`config.mk`:
```
export PLATFORM = sky130hd
export DESIGN_NAME = utf8_validating_decoder
export DESIGN_NICKNAME = d
export VERILOG_FILES = /design/src/hdl/u8vd_pkg.sv /design/src/hdl/u8vd_decoder.sv /design/src/hdl/u8vd_sequencer.sv /design/src/hdl/utf8_validating_decoder.sv
export SDC_FILE = /design/constraint.sdc
export NUM_CORES = 1
export LEC_CHECK = 0
export ABC_CLOCK_PERIOD_IN_PS = 4400
export BUFFER_PORTS_ARGS = -buffer_cell sky130_fd_sc_hd__buf_2
export CORE_MARGIN = 2
export CORE_UTILIZATION = 55
export CTS_BUF_LIST = sky130_fd_sc_hd__clkbuf_16
export DETAILED_ROUTE_END_ITERATION = 8
export PLACE_DENSITY_LB_ADDON = 0.25
export SYNTH_ARGS = -nofsm -noshare
export SYNTH_HDL_FRONTEND = slang
export SYNTH_SLANG_ARGS = --single-unit
```
`constraint.sdc`:
```
create_clock -name aclk -period 4.4 [get_ports aclk]
set_input_delay 0 -clock aclk [delete_from_list [all_inputs] [get_ports aclk]]
set_output_delay 0 -clock aclk [all_outputs]
set_load 0.03 [all_outputs]
```
`src/hdl/u8vd_pkg.sv`:
```
`default_nettype none
// ----------------------------------------------------------------------------
// u8vd_pkg
// Shared types and constants of the UTF-8 validating decoder.
// ----------------------------------------------------------------------------
package u8vd_pkg;

    localparam int CP_W = 21;

    localparam logic [CP_W-1:0] REPL_CHAR  = 21'h00FFFD;
    localparam logic [CP_W-1:0] MAX_SCALAR = 21'h10FFFF;
    localparam logic [CP_W-1:0] SURR_LO    = 21'h00D800;
    localparam logic [CP_W-1:0] SURR_HI    = 21'h00DFFF;

    localparam logic [7:0] CONT_LO     = 8'h80;
    localparam logic [7:0] CONT_HI     = 8'hBF;
    localparam logic [7:0] E0_LO       = 8'hA0;
    localparam logic [7:0] ED_HI       = 8'h9F;
    localparam logic [7:0] F0_LO       = 8'h90;
    localparam logic [7:0] F4_HI       = 8'h8F;
    localparam logic [7:0] LEAD_E0     = 8'hE0;
    localparam logic [7:0] LEAD_ED     = 8'hED;
    localparam logic [7:0] LEAD_F0     = 8'hF0;
    localparam logic [7:0] LEAD_F4     = 8'hF4;
    localparam logic [7:0] LEAD_C0     = 8'hC0;
    localparam logic [7:0] LEAD_C1     = 8'hC1;
    localparam logic [7:0] END_OF_TEXT = 8'h00;

    // Results caused by one input byte: some replacements for a broken
    // sequence, then at most one result from the byte itself.
    typedef struct packed {
        logic [1:0]      flush;
        logic            fin_valid;
        logic [CP_W-1:0] fin_cp;
        logic            fin_rep;
    } burst_t;

endpackage
`default_nettype wire

```
`src/hdl/u8vd_decoder.sv`:
```
`default_nettype none
// ----------------------------------------------------------------------------
// u8vd_decoder
// Sequence state and the per-byte decode that yields the result burst.
// ----------------------------------------------------------------------------
module u8vd_decoder (
    input  wire logic            aclk,
    input  wire logic            aresetn,
    input  wire logic [7:0]      in_byte,
    input  wire logic            accept,
    output u8vd_pkg::burst_t     burst
);

    logic [7:0]                lead_reg, lead_next;
    logic [1:0]                need_reg, need_next;
    logic [1:0]                taken_reg, taken_next;
    logic [u8vd_pkg::CP_W-1:0] pv_reg, pv_next;

    logic [7:0]                lo;
    logic [7:0]                hi;
    logic                      never_ok;
    logic                      in_range;
    logic [u8vd_pkg::CP_W-1:0] pv_ext;
    logic [1:0]                taken_inc;
    logic                      bad_val;
    logic                      do_lead;

    always_comb begin
        lo       = u8vd_pkg::CONT_LO;
        hi       = u8vd_pkg::CONT_HI;
        never_ok = 1'b0;
        if (taken_reg == 2'd0) begin
            if (need_reg == 2'd1) begin
                never_ok = lead_reg inside {u8vd_pkg::LEAD_C0, u8vd_pkg::LEAD_C1};
            end else if (lead_reg == u8vd_pkg::LEAD_E0) begin
                lo = u8vd_pkg::E0_LO;
            end else if (lead_reg == u8vd_pkg::LEAD_ED) begin
                hi = u8vd_pkg::ED_HI;
            end else if (lead_reg == u8vd_pkg::LEAD_F0) begin
                lo = u8vd_pkg::F0_LO;
            end else if (lead_reg == u8vd_pkg::LEAD_F4) begin
                hi = u8vd_pkg::F4_HI;
            end
        end
        in_range  = !never_ok && (in_byte >= lo) && (in_byte <= hi);
        pv_ext    = {pv_reg[u8vd_pkg::CP_W-7:0], in_byte[5:0]};
        taken_inc = taken_reg + 2'd1;
        bad_val   = (pv_ext > u8vd_pkg::MAX_SCALAR) ||
                    ((pv_ext >= u8vd_pkg::SURR_LO) && (pv_ext <= u8vd_pkg::SURR_HI));
        do_lead   = (need_reg == 2'd0) || !in_range;
    end

    always_comb begin
        lead_next       = lead_reg;
        need_next       = need_reg;
        taken_next      = taken_reg;
        pv_next         = pv_reg;
        burst.flush     = 2'd0;
        burst.fin_valid = 1'b0;
        burst.fin_cp    = u8vd_pkg::REPL_CHAR;
        burst.fin_rep   = 1'b1;
        if (!do_lead) begin
            if (taken_inc == need_reg) begin
                burst.fin_valid = 1'b1;
                burst.fin_cp    = bad_val ? u8vd_pkg::REPL_CHAR : pv_ext;
                burst.fin_rep   = bad_val;
                lead_next       = 8'd0;
                need_next       = 2'd0;
                taken_next      = 2'd0;
                pv_next         = '0;
            end else begin
                taken_next = taken_inc;
                pv_next    = pv_ext;
            end
        end else begin
            if (need_reg != 2'd0) begin
                burst.flush = taken_inc;
            end
            lead_next  = 8'd0;
            need_next  = 2'd0;
            taken_next = 2'd0;
            pv_next    = '0;
            if (in_byte == u8vd_pkg::END_OF_TEXT) begin
                burst.fin_valid = 1'b0;
            end else if (!in_byte[7]) begin
                burst.fin_valid = 1'b1;
                burst.fin_cp    = {13'd0, in_byte};
                burst.fin_rep   = 1'b0;
            end else if (in_byte[7:5] == 3'b110) begin
                lead_next = in_byte;
                pv_next   = {16'd0, in_byte[4:0]};
                need_next = 2'd1;
            end else if (in_byte[7:4] == 4'b1110) begin
                lead_next = in_byte;
                pv_next   = {17'd0, in_byte[3:0]};
                need_next = 2'd2;
            end else if (in_byte[7:3] == 5'b11110) begin
                lead_next = in_byte;
                pv_next   = {18'd0, in_byte[2:0]};
                need_next = 2'd3;
            end else begin
                burst.fin_valid = 1'b1;
            end
        end
    end

    always_ff @(posedge aclk) begin
        if (!aresetn) begin
            lead_reg  <= 8'd0;
            need_reg  <= 2'd0;
            taken_reg <= 2'd0;
            pv_reg    <= '0;
        end else if (accept) begin
            lead_reg  <= lead_next;
            need_reg  <= need_next;
            taken_reg <= taken_next;
            pv_reg    <= pv_next;
        end
    end

endmodule
`default_nettype wire

```
`src/hdl/u8vd_sequencer.sv`:
```
`default_nettype none
// ----------------------------------------------------------------------------
// u8vd_sequencer
// Result register that holds one burst and sends its results one per transfer.
// ----------------------------------------------------------------------------
module u8vd_sequencer (
    input  wire logic                      aclk,
    input  wire logic                      aresetn,
    input  wire logic                      load,
    input  u8vd_pkg::burst_t               burst,
    output logic                           room,
    output logic                           m_valid,
    input  wire logic                      m_ready,
    output logic [u8vd_pkg::CP_W-1:0]      m_code_point,
    output logic                           m_replaced,
    output logic                           m_last
);

    logic [1:0]                flush_reg, flush_next;
    logic                      fin_valid_reg, fin_valid_next;
    logic [u8vd_pkg::CP_W-1:0] cp_reg;
    logic                      rep_reg;
    logic                      take;

    always_comb begin
        m_valid = (flush_reg != 2'd0) || fin_valid_reg;
        if (flush_reg != 2'd0) begin
            m_code_point = u8vd_pkg::REPL_CHAR;
            m_replaced   = 1'b1;
            m_last       = (flush_reg == 2'd1) && !fin_valid_reg;
        end else begin
            m_code_point = cp_reg;
            m_replaced   = rep_reg;
            m_last       = 1'b1;
        end
        take = m_valid && m_ready;
        room = !m_valid || (m_ready && m_last);
    end

    always_comb begin
        flush_next     = flush_reg;
        fin_valid_next = fin_valid_reg;
        if (load) begin
            flush_next     = burst.flush;
            fin_valid_next = burst.fin_valid;
        end else if (take) begin
            if (flush_reg != 2'd0) begin
                flush_next = flush_reg - 2'd1;
            end else begin
                fin_valid_next = 1'b0;
            end
        end
    end

    always_ff @(posedge aclk) begin
        if (!aresetn) begin
            flush_reg     <= 2'd0;
            fin_valid_reg <= 1'b0;
        end else begin
            flush_reg     <= flush_next;
            fin_valid_reg <= fin_valid_next;
        end
    end

    always_ff @(posedge aclk) begin
        if (load) begin
            cp_reg  <= burst.fin_cp;
            rep_reg <= burst.fin_rep;
        end
    end

    a_reset_empty: assert property (@(posedge aclk) !aresetn |=> !m_valid)
        else $error("Result register not empty after reset.");

    a_load_only_with_room: assert property (@(posedge aclk) disable iff (!aresetn)
        load |-> room)
        else $error("Burst loaded over pending results.");

    a_flush_counts_down: assert property (@(posedge aclk) disable iff (!aresetn)
        (take && flush_reg != 2'd0 && !load) |=> flush_reg == $past(flush_reg) - 2'd1)
        else $error("Replacement count did not step down on a transfer.");

    a_held_on_stall: assert property (@(posedge aclk) disable iff (!aresetn)
        (m_valid && !m_ready) |=> ($stable(flush_reg) && $stable(fin_valid_reg)))
        else $error("Pending burst changed while stalled.");

    a_last_no_more: assert property (@(posedge aclk) disable iff (!aresetn)
        m_last |-> (flush_reg == 2'd0 || (flush_reg == 2'd1 && !fin_valid_reg)))
        else $error("Last flag raised with results still pending.");

endmodule
`default_nettype wire

```
`src/hdl/utf8_validating_decoder.sv`:
```
`default_nettype none
// ----------------------------------------------------------------------------
// utf8_validating_decoder
// Decodes a UTF-8 byte stream into code points, replacing errors with U+FFFD.
// ----------------------------------------------------------------------------
//  Channel  Direction  Payload                               Handshake
//  s_       in         in_byte[7:0]                          s_valid / s_ready
//  m_       out        code_point[20:0], replaced, last      m_valid / m_ready
//
//  A byte is decoded in the cycle it is transferred and its results land in
//  the result register; each result then takes one output transfer.
//  Bytes that cause zero or one result sustain one byte per cycle while
//  m_ready stays high. A broken sequence causes up to four results, and
//  the input waits until the last of them is being transferred.
//  Reset is synchronous and active low and returns the decoder to idle.
// ----------------------------------------------------------------------------
module utf8_validating_decoder (
    input  wire logic                 aclk,
    input  wire logic                 aresetn,
    input  wire logic                 s_valid,
    output logic                      s_ready,
    input  wire logic [7:0]           s_in_byte,
    output logic                      m_valid,
    input  wire logic                 m_ready,
    output logic [20:0]               m_code_point,
    output logic                      m_replaced,
    output logic                      m_last
);

    u8vd_pkg::burst_t burst;
    logic             room;
    logic             load;

    assign s_ready = room;
    assign load    = s_valid && room;

    u8vd_decoder u_decoder (
        .aclk    (aclk),
        .aresetn (aresetn),
        .in_byte (s_in_byte),
        .accept  (load),
        .burst   (burst)
    );

    u8vd_sequencer u_sequencer (
        .aclk         (aclk),
        .aresetn      (aresetn),
        .load         (load),
        .burst        (burst),
        .room         (room),
        .m_valid      (m_valid),
        .m_ready      (m_ready),
        .m_code_point (m_code_point),
        .m_replaced   (m_replaced),
        .m_last       (m_last)
    );

endmodule
`default_nettype wire
```
==> results.toml <==
[run_status]
status = "complete, no violations"

[yosys]
synth_edf_count = 22
synth_ff_type = "dfxtp_1"
netlist_instances = 244
avgSynthCellArea_um2 = 10.6
ys_seq_elements = 52
synth.area.top_cells = "edfxtp_1 26%, dfxtp_1 23%, a22o_2 4.7%"
synth_nets = 263
yosysTopAreaCellShare_pct = 25.6
netlist_area_mm2 = 0.00258
yosysMostFrequentCell = "dfxtp_1"
yosysSeqAreaShare_pct = 48.9
async_flop_share_pct = 0
ys_types = 55
ys_warn_count = 0
synth.largest_area_cell = "edfxtp_1"
synthTopCellsByCount = "30 x dfxtp_1, 22 x edfxtp_1, 21 x inv_1, 16 x nand2_1, 16 x nand2b_1"

[global_route]
antenna_found_initial = 0
grtUsageMet3_pct = 4.44
grt_pass1_wl_mm = 8.49
grt_overflow = 0
grt_use_met1_pct = 28.0
grt_start_max_net_pins = 29
grtUsageMet2_pct = 34.4
grt_pass1_vias = 1752
busiest_layer = "met2"
grt_use_total_pct = 21.4

[final_layout]
nFillCells = 372
final_nets = 295
antenna_cells = 0
final_area_mm2 = 0.00290
largest_reg_flops = 21
area_delta_synth_final_pct = 12.4
drive_above_1_share_pct = 25.3

[floorplanning]
io_pins = 37
dieHeight_um = 72.5
fp.coreArea_mm2 = 0.00444
start_util_pct = 58.1
dieArea_mm2 = 0.00525
die_w_um = 72.5
num_rows = 24

[critical_path]
slowest_delay_ps = 660
cp_slowest_cell = "nor3_2"
cp-start-kind = "flop"
arrival_ps = 3220
critPathMostFrequentCell = "ha_1"
cp_cell_sequence = "inv_1, ha_1, nand4b_1, a211oi_1, nand3_1, ha_1, or2b_1, o2111ai_2, nand4_2, nor3_2, mux2_2"
cp_top_family = "simple AND/OR/NAND/NOR gates"
endpoint_kind = "flop"
crit_required_ps = 4640
path_buf_inv = 1
cp_max_fo = 12
critPathKind = "reg -> reg"

[route]
vias_per_cell = 5.81
drtPass1Iterations = 4
drc = 0
wl_per_cell_um = 15.7
vias = 1911
drt_iter0_drc = 194
wl_mm = 5.18
ant_nets = 0

[timing]
maxClockFrequency_mhz = 334
rsz0062_at_grt = "no"
worst_pin_slew_ps = 1210
hold_viol_final = 0
slew_headroom_pct = 18.7
fin_skew_ps = 3.76
report.final.slew_viol_count = 0
setup_viol = 0
fin_crit_sh_pct = 67.9
final.min_clock_period_ps = 2990
fin_setup_tns_ps = 0

[clocking]
cts-root-buf = "clkbuf_16"
cts-htree-levels = 2
numCtsBuffers = 5
clkSinkCount = 52
cts-resized-gates = 0
clk_latency_ps = 290
hold_buffers = 0
cts_tree = "done"
clk_pin_slew_worst_paths_ps = 70
post_cts_buffers = 0
ctsLongestPathBuffers = 2

[power_and_ir_drop]
power_density_mw_per_mm2 = 570
ir_worst_vdd_mv = 0.264
leakage_nw = 1.13

[placed_design]
hpwl_mm = 3.72
gp_congestion = 0.891
port_buffers = 36
placed_area_mm2 = 0.00275

[min_path]
hp-class = "in -> reg"

[run]
drv_cap = 0
-- worst paths after layout --
check                                            from                             endpoint  slack, ps  cells past startpoint
hold / removal                           s_in_byte[2]   u_decoder.lead_reg[2]$_SDFFE_PN0P_         20                      3
hold reg to reg    u_decoder.lead_reg[6]$_SDFFE_PN0P_   u_decoder.lead_reg[6]$_SDFFE_PN0P_        460                      1
setup / recovery  u_decoder.taken_reg[0]$_SDFFE_PN0P_  u_decoder.taken_reg[0]$_SDFFE_PN0P_       1410                     11
setup reg to reg  u_decoder.taken_reg[0]$_SDFFE_PN0P_  u_decoder.taken_reg[0]$_SDFFE_PN0P_       1410                     11
-- report_power, final --
part           internal [mW]  leakage (nW)  total, mW  switching, mW
sequential             0.585         0.450      0.606         0.0208
combinational          0.189         0.608      0.666          0.477
clock                  0.213        0.0742      0.381          0.169
-- worst register-to-register path: stages, from the launching register on --
cell,delay [ps]
dfxtp_1,330
inv_1,90
ha_1,150
nand4b_1,120
a211oi_1,340
nand3_1,120
ha_1,300
or2b_1,240
o2111ai_2,80
nand4_2,240
nor3_2,660
mux2_2,270
-- logic make-up after synthesis --
| logic type | after synthesis | synth area share, % |
|---|---|---|
| fa+ha+maj | 7 | 3.39 |
| xor+xnor | 2 | 0.679 |
| mux | 1 | 0.436 |
| simple gates | 79 | 17.1 |
| buf+inv | 33 | 6.16 |
| compound gates | 70 | 23.3 |
| flops | 52 | 48.9 |
-- area by class of cell --
cell class	instances	area [um^2]	area share, %
Sequential cell	52	1260	43.5
Clock buffer	5	125	4.31
Tap cell	52	65.1	2.24
Inverter	21	78.8	2.72
Clock inverter	3	22.5	0.777
Multi-Input combinational cell	159	1160	40.0
Timing Repair Buffer	37	188	6.47
-- metrics by stage --
step	setup slack, ps	power [mW]	hold WS [ps]	utilization [%]	cells
2_1_floorplan	1730	1.12	115	-	244
3_3_place_gp	1490	1.28	310	61.9	321
3_5_place_dp	1450	1.29	312	61.9	321
4_1_cts	1420	1.67	7.79	65.3	329
5_1_grt	1130	1.74	35.1	65.3	329
6_report	1410	1.65	16.6	65.3	329
-- cells in the final DEF, fill, tap and decap left out, types with 2 or more instances in the layout --
| cell | instances |
|---|---|
| a22o_2 | 12 |
| nand2b_1 | 16 |
| a22o_1 | 5 |
| a221oi_1 | 3 |
| nor4_1 | 2 |
| o21a_1 | 10 |
| nor3_1 | 3 |
| dfxtp_1 | 30 |
| and3_1 | 2 |
| buf_2 | 36 |
| a21oi_1 | 7 |
| nand3_1 | 6 |
| nand4b_1 | 2 |
| nand2_1 | 16 |
| o21ai_0 | 4 |
| nand4_1 | 2 |
| o21ai_1 | 3 |
| inv_1 | 21 |
| a21o_1 | 8 |
| ha_1 | 7 |
| a32o_1 | 3 |
| nor2_1 | 14 |
| clkbuf_16 | 5 |
| edfxtp_1 | 22 |
| and2_1 | 7 |
-- layer usage --
| layer | wire length (um) | vias to the layer above |
|---|---|---|
| met5 | 0 | - |
| met4 | 99 | 0 |
| met3 | 253 | 11 |
| met2 | 2480 | 55 |
| met1 | 2340 | 886 |
| li1 | - | 959 |
Note: power is estimated with default switching activity, not from simulation.
